File: src/hw/rtl/lnf_ram.sv
// ----------------------------------------------------------------------------
// lnf_ram
// Generic single-write, single-read RAM with registered read data.
// ----------------------------------------------------------------------------
`timescale 1ns / 1ps

module lnf_ram #(
  parameter int WIDTH = 48,
  parameter int DEPTH = 64,
  localparam int ADDR_W = (DEPTH > 1) ? $clog2(DEPTH) : 1
) (
  input  logic                     clk,
  input  logic                     we,
  input  logic [ADDR_W-1:0]        waddr,
  input  logic [WIDTH-1:0]         wdata,
  input  logic [ADDR_W-1:0]        raddr,
  output logic [WIDTH-1:0]         rdata
);

  logic [WIDTH-1:0] mem [DEPTH];

  // write port
  always_ff @(posedge clk) begin
    if (we) begin
      mem[waddr] <= wdata;
    end
  end

  // registered read port
  always_ff @(posedge clk) begin
    rdata <= mem[raddr];
  end

endmodule

File: config.mk
export PLATFORM = sky130hd
export DESIGN_NAME = lnf_ram
export DESIGN_NICKNAME = d
export VERILOG_FILES = /design/src/hw/rtl/lnf_ram.sv
export SDC_FILE = /design/constraint.sdc
export NUM_CORES = 2
export LEC_CHECK = 0
export BUFFER_PORTS_ARGS = -buffer_cell sky130_fd_sc_hd__buf_2
export CELL_PAD_IN_SITES_DETAIL_PLACEMENT = 0
export CELL_PAD_IN_SITES_GLOBAL_PLACEMENT = 1
export CORE_ASPECT_RATIO = 0.7
export CORE_MARGIN = 5
export CORE_UTILIZATION = 56
export CTS_BUF_LIST = sky130_fd_sc_hd__clkbuf_16
export CTS_CLUSTER_SIZE = 28
export DETAILED_ROUTE_END_ITERATION = 8
export GPL_TIMING_DRIVEN = 0
export HOLD_SLACK_MARGIN = 0.06
export PLACE_DENSITY_LB_ADDON = 0.1
export RECOVER_POWER = 100
export SYNTH_ARGS = -nofsm -noshare
export SYNTH_HDL_FRONTEND = slang
export SYNTH_SLANG_ARGS = --single-unit
File: constraint.sdc
create_clock -name clk -period 8.6 [get_ports clk]
set_clock_uncertainty 0.05 [all_clocks]
set_input_delay 0.86 -clock clk [delete_from_list [all_inputs] [get_ports clk]]
set_output_delay 0.86 -clock clk [all_outputs]
set_load 0.005 [all_outputs]
# Yosys cells after proc, flatten, opt, wreduce, memory -nomap -nowiden
# Memory sizes are Yosys's and may differ from the RTL's. A register that Yosys moved wholly into a read port is not among the register bits.
# Index checks and enable logic that the tools add are counted.
# Widths: inputs -> output; s select.
dict set report totals {
  elab_cells 3
  inputBits 62
  mem_bits_rw 3072
  memories 1
  ff_bits 0
}
dict set report classes {
  mux 2
}
# name words word_bits read_ports rd_clocked_by_memory_dff wr line
set mem_list {}
lappend mem_list {mem 64 48 1 1 1 20} ;# logic [WIDTH-1:0] mem [DEPTH];
# op n
set op_table {}
lappend op_table {{$mux 1} 2}

# Longest topological paths before layout
dict set report logic_depth {
  word_depth 2
  ltp_mapped 9
  depth_no_buf 5
}

# Worst setup path after synthesis
# No wires, ideal clock.
dict set report synth_timing {
  path_type {input to register}
  startpoint {in waddr[3]}
  endpoint {mem mem[48][0] (enable)}
  n_path_buf 1
  stages 4
  required_time_ns 8.037
  arrival_ns 4.632
  slack_ns 3.405
  path_cell_list {clkbuf_1 > nor2b_1 > nand4b_1 > nor3_1}
}
# element line
set synth_rtl {}
lappend synth_rtl {{start, declared} 14} ;# input logic [ADDR_W-1:0] waddr,
lappend synth_rtl {{end, declared} 20}
# Straight into the memory's write port.

==> flow_metrics.py <==
metrics = {
    "status": {
        "status": "finished with violations",
        "violations": "max-capacitance violations, max-slew violations",
    },
    "synthesis": {
        "synthesis.area_sq_mm": 0.1171,
        "synth_top_family_by_area": "multiplexers",
        "yosys_register_bits": 3120,
        "synthCells": 4970,
        "warning_count_from_the_yosys_run": 0,
        "yosys.area.top_type_share_pct": 78.77,
        "synth_async_sr_flop_share_pct": 0,
        "synth_nets": 5032,
        "mean_area_per_synthesized_cell_sq_um": 23.56,
        "post_synthesis_mux_area_share_pct": 15.15,
        "synth-edff-count": 3072,
        "synthAdderAreaFrac_pct": 0,
        "synth_area_in_xor_xnor_pct": 0,
        "post_synth_main_area_contributors": "sky130_fd_sc_hd__edfxtp_1 79%, sky130_fd_sc_hd__mux4_2 14%, sky130_fd_sc_hd__dfxtp_1 0.82%",
        "synth_compound_area_share_pct": 3.024,
        "post_synth_num_cell_types": 36,
        "yosys.area_share.simple_pct": 0.9572,
        "synth.yosys.seq_area_share_pct": 79.59,
        "yosys.area.top_type": "sky130_fd_sc_hd__edfxtp_1",
        "ys_dominant_reg_cell": "sky130_fd_sc_hd__edfxtp_1",
    },
    "setup_path": {
        "timing.setup.critical_path_class": "in2reg",
        "cp_data_arrival_time_ns": 7.18,
        "timing.critical_path.required_ns": 9.18,
        "slowest_delay_ns": 1.61,
        "crit_fanout": 10,
        "setup.worst_path.start_class": "input port",
        "r2r.worst_path.cells": 5,
        "crit_chain": "clkbuf_1, clkbuf_1, clkbuf_1, buf_2, clkbuf_1, mux2i_1, a21oi_1, a21oi_1, a221oi_1",
        "cp.buffers_inverters": 5,
        "ff2ff_setup_slack_ns": 5.65,
        "reg_to_reg_startpoint": "mem[33][46]",
        "end_kind": "flip-flop",
        "crit_path_top_delay_cell": "sky130_fd_sc_hd__clkbuf_1",
        "most_frequent_cell_on_the_critical_path": "sky130_fd_sc_hd__clkbuf_1",
        "rr_endpoint": "rdata[46]",
        "cell_family_with_the_largest_share_of_critical_path_delay": "buffers and inverters",
    },
    "power_and_ir_drop": {
        "seq_power_share_pct": 54.6,
        "power_density_mw_per_mm2": 237.1,
        "vdd.ir_drop.worst_mv": 0.2053,
        "pwr-share-clk_pct": 39.9,
        "sw_frac_of_total_pct": 21.61,
        "p_comb_share_pct": 5.5,
        "leakage_nw": 40.49,
        "internal_power_w": 0.02425,
        "post-layout-total-power_w": 0.03094,
        "total_switching_power_w": 0.006684,
    },
    "die": {
        "die_height_microns": 392.6,
        "fp-row-count": 140,
        "core_area_sq_mm": 0.2081,
        "die_w_microns": 556.6,
        "floorplan.die_area_sq_mm": 0.2185,
        "io_pins": 110,
        "start_util_pct": 56.28,
    },
    "grt": {
        "grt_pass1_wl_mm": 470.3,
        "grt_max_degree": 65,
        "overflow": 0,
        "antenna_violations_before_repair": 23,
        "grt.total_usage_pct": 31.74,
        "first_global_vias": 56290,
    },
    "routing": {
        "drt_iter0_drc": 9875,
        "drtPass1Iterations": 6,
        "antenna_violating_nets_post_route": 0,
        "routedWlPerCell_microns": 40.55,
        "num_vias": 58870,
        "finalWirelength_mm": 345.1,
        "detail_route.vias_per_cell": 6.917,
        "detail_route.drc_violations": 0,
    },
    "layout": {
        "finish.cell_count_without_fillers": 8511,
        "final_net_count": 5579,
        "sequential_cell_area_sq_mm": 0.09321,
        "final_layout_size_suffix_gt1_share_pct": 23.36,
        "postLayoutCoreUtil_pct": 62.70,
        "n_fill_cell": 14140,
        "flow.area_growth_from_synthesis_pct": 11.40,
        "multi_input_comb_area_sq_mm": 0.02241,
    },
    "timing": {
        "whs_ns": 0.6232,
        "post-route-min-period_ns": 6.594,
        "setup_viol_count_final": 0,
        "slew_viol_final": 5862,
        "final_hold_viol_count": 0,
        "rsz0062_at_grt": "false",
        "maxClockFrequency_mhz": 151.6,
        "worst-slew-pin-transition_ns": 3.671,
        "fin_crit_sh_pct": 76.68,
        "slew_headroom_pct": -144.7,
    },
    "clock_tree": {
        "cts_tree": "yes",
        "path_clk_slew_ns": 0.06,
        "cts_root_buffer": "sky130_fd_sc_hd__clkbuf_16",
        "clockBufferDepth": 4,
        "clock_insertion_delay_worst_skew_ns": 0.86,
        "cts_inserted_buffers": 292,
        "cts_resized": 0,
        "cts_setup_buffers": 0,
        "post_cts_hold_buffer_count": 0,
        "cts_max_level": 5,
        "clkSinkCount": 3120,
    },
    "place": {
        "dpl.hpwl_mm": 226.9,
        "number_of_buffers_inserted_by_port_buffering": 101,
        "dp_cells": 7990,
        "globalplace.congestion": 0.8111,
    },
    "worst_hold_path": {
        "worstHoldPathType": "in2reg",
        "hold_critical_path_depth": 3,
        "worst_hold_startpoint": "waddr[2]",
        "holdPathEnd": "mem[53][0]",
    },
    "run": {
        "max-cap-violations": 208,
    },
}
[worst max-delay path by stage]
| stage | slack (ns) | depth (start not counted) | end | startpoint |
|---|---|---|---|---|
| 2_1_floorplan | 3.41 | 4 | mem[48][0] | waddr[3] |
| 3_3_place_gp | -2.28 | 4 | mem[48][31] | waddr[3] |
| 3_5_place_dp | 3.25 | 7 | rdata[41] | raddr[3] |
| 4_1_cts | 4.15 | 7 | rdata[41] | raddr[3] |
| 5_1_grt | 2.32 | 9 | rdata[46] | raddr[2] |
| 6_report | 2.01 | 9 | rdata[46] | raddr[2] |
[sequential cells by signal (all words and copies together) (netlist names)]
register and count:
mem 3072, rdata 48
[worst register-to-register path, stage by stage, from the launching register on]
cell	delay, ns
sky130_fd_sc_hd__edfxtp_1	0.32
sky130_fd_sc_hd__mux4_2	0.27
sky130_fd_sc_hd__o221ai_1	0.14
sky130_fd_sc_hd__a21oi_1	0.69
sky130_fd_sc_hd__a21oi_1	0.40
sky130_fd_sc_hd__a221oi_1	0.88
[metal layers]
layer  GRT usage (%)  up-vias  wire length [microns]
met5          0.5330        -                     41
met4           7.343        6                  10280
met3           10.87      570                  51610
met2           44.45     4108                 146300
met1           48.89    31580                 136900
li1                -    22610                      -
[area by class of cell]
cell class | count | share of cell area (%)
multi-input cells | 1568 | 17.18
repair buffers | 253 | 0.7490
diodes | 10 | 0.01918
flip-flops and latches | 3120 | 71.44
well taps | 2769 | 2.655
plain buffers | 282 | 1.138
clock inverters | 203 | 0.9523
clock buffers | 306 | 5.869
[power by group through the flow]
stage	combinational, W	clock (W)	sequential (W)
after detailed placement	0.00170	0	0.0172
final	0.00169	0.0123	0.0169
after CTS	0.00170	0.0124	0.0169
after floorplan	0.000804	0	0.0172
after global placement	0.00164	0	0.0172
after global routing	0.00176	0.0131	0.0169
[kinds of logic (layout without fill, tap and decap cells)]
group	Yosys count	in the layout
compound gates	486	486
flops	3120	3120
mux	829	829
simple gates	253	253
other cells	0	10
buf+inv	282	1044
[cells in the final DEF (no fill, tap or decap), drive strengths merged, types with 11 or more instances in the layout]
cell type | Yosys | layout
nor2 | 132 | 132
clkinv | 0 | 109
o221ai | 28 | 28
a311oi | 11 | 11
a21oi | 74 | 74
mux2i | 63 | 63
nand2 | 55 | 55
inv | 0 | 75
a221oi | 83 | 83
bufinv | 0 | 15
edfxtp | 3072 | 3072
clkbuf | 99 | 646
nor2b | 24 | 24
a22o | 57 | 57
a22oi | 72 | 72
mux2 | 12 | 12
o22ai | 122 | 122
a211oi | 32 | 32
mux4 | 754 | 754
dfxtp | 48 | 48
buf | 183 | 195
[synthesized netlist by cell type, drive strengths merged, types with 7 or more instances]
| cell | count |
|---|---|
| edfxtp | 3072 |
| mux4 | 754 |
| buf | 183 |
| nor2 | 132 |
| o22ai | 122 |
| clkbuf | 99 |
| a221oi | 83 |
| a21oi | 74 |
| a22oi | 72 |
| mux2i | 63 |
| a22o | 57 |
| nand2 | 55 |
| dfxtp | 48 |
| a211oi | 32 |
| o221ai | 28 |
| nor2b | 24 |
| mux2 | 12 |
| a311oi | 11 |
| nand2b | 10 |
| nand3 | 7 |
[metrics by stage]
step / TNS (ns) / area (sq um) / setup slack (ns)
2_1_floorplan: 0 / 117100 / 3.405
3_3_place_gp: -199.79 / 121100 / -2.283
3_5_place_dp: 0 / 124600 / 3.254
4_1_cts: 0 / 133500 / 4.151
5_1_grt: 0 / 130400 / 2.319
6_report: 0 / 130500 / 2.006
(Power assumes the default switching activity.)
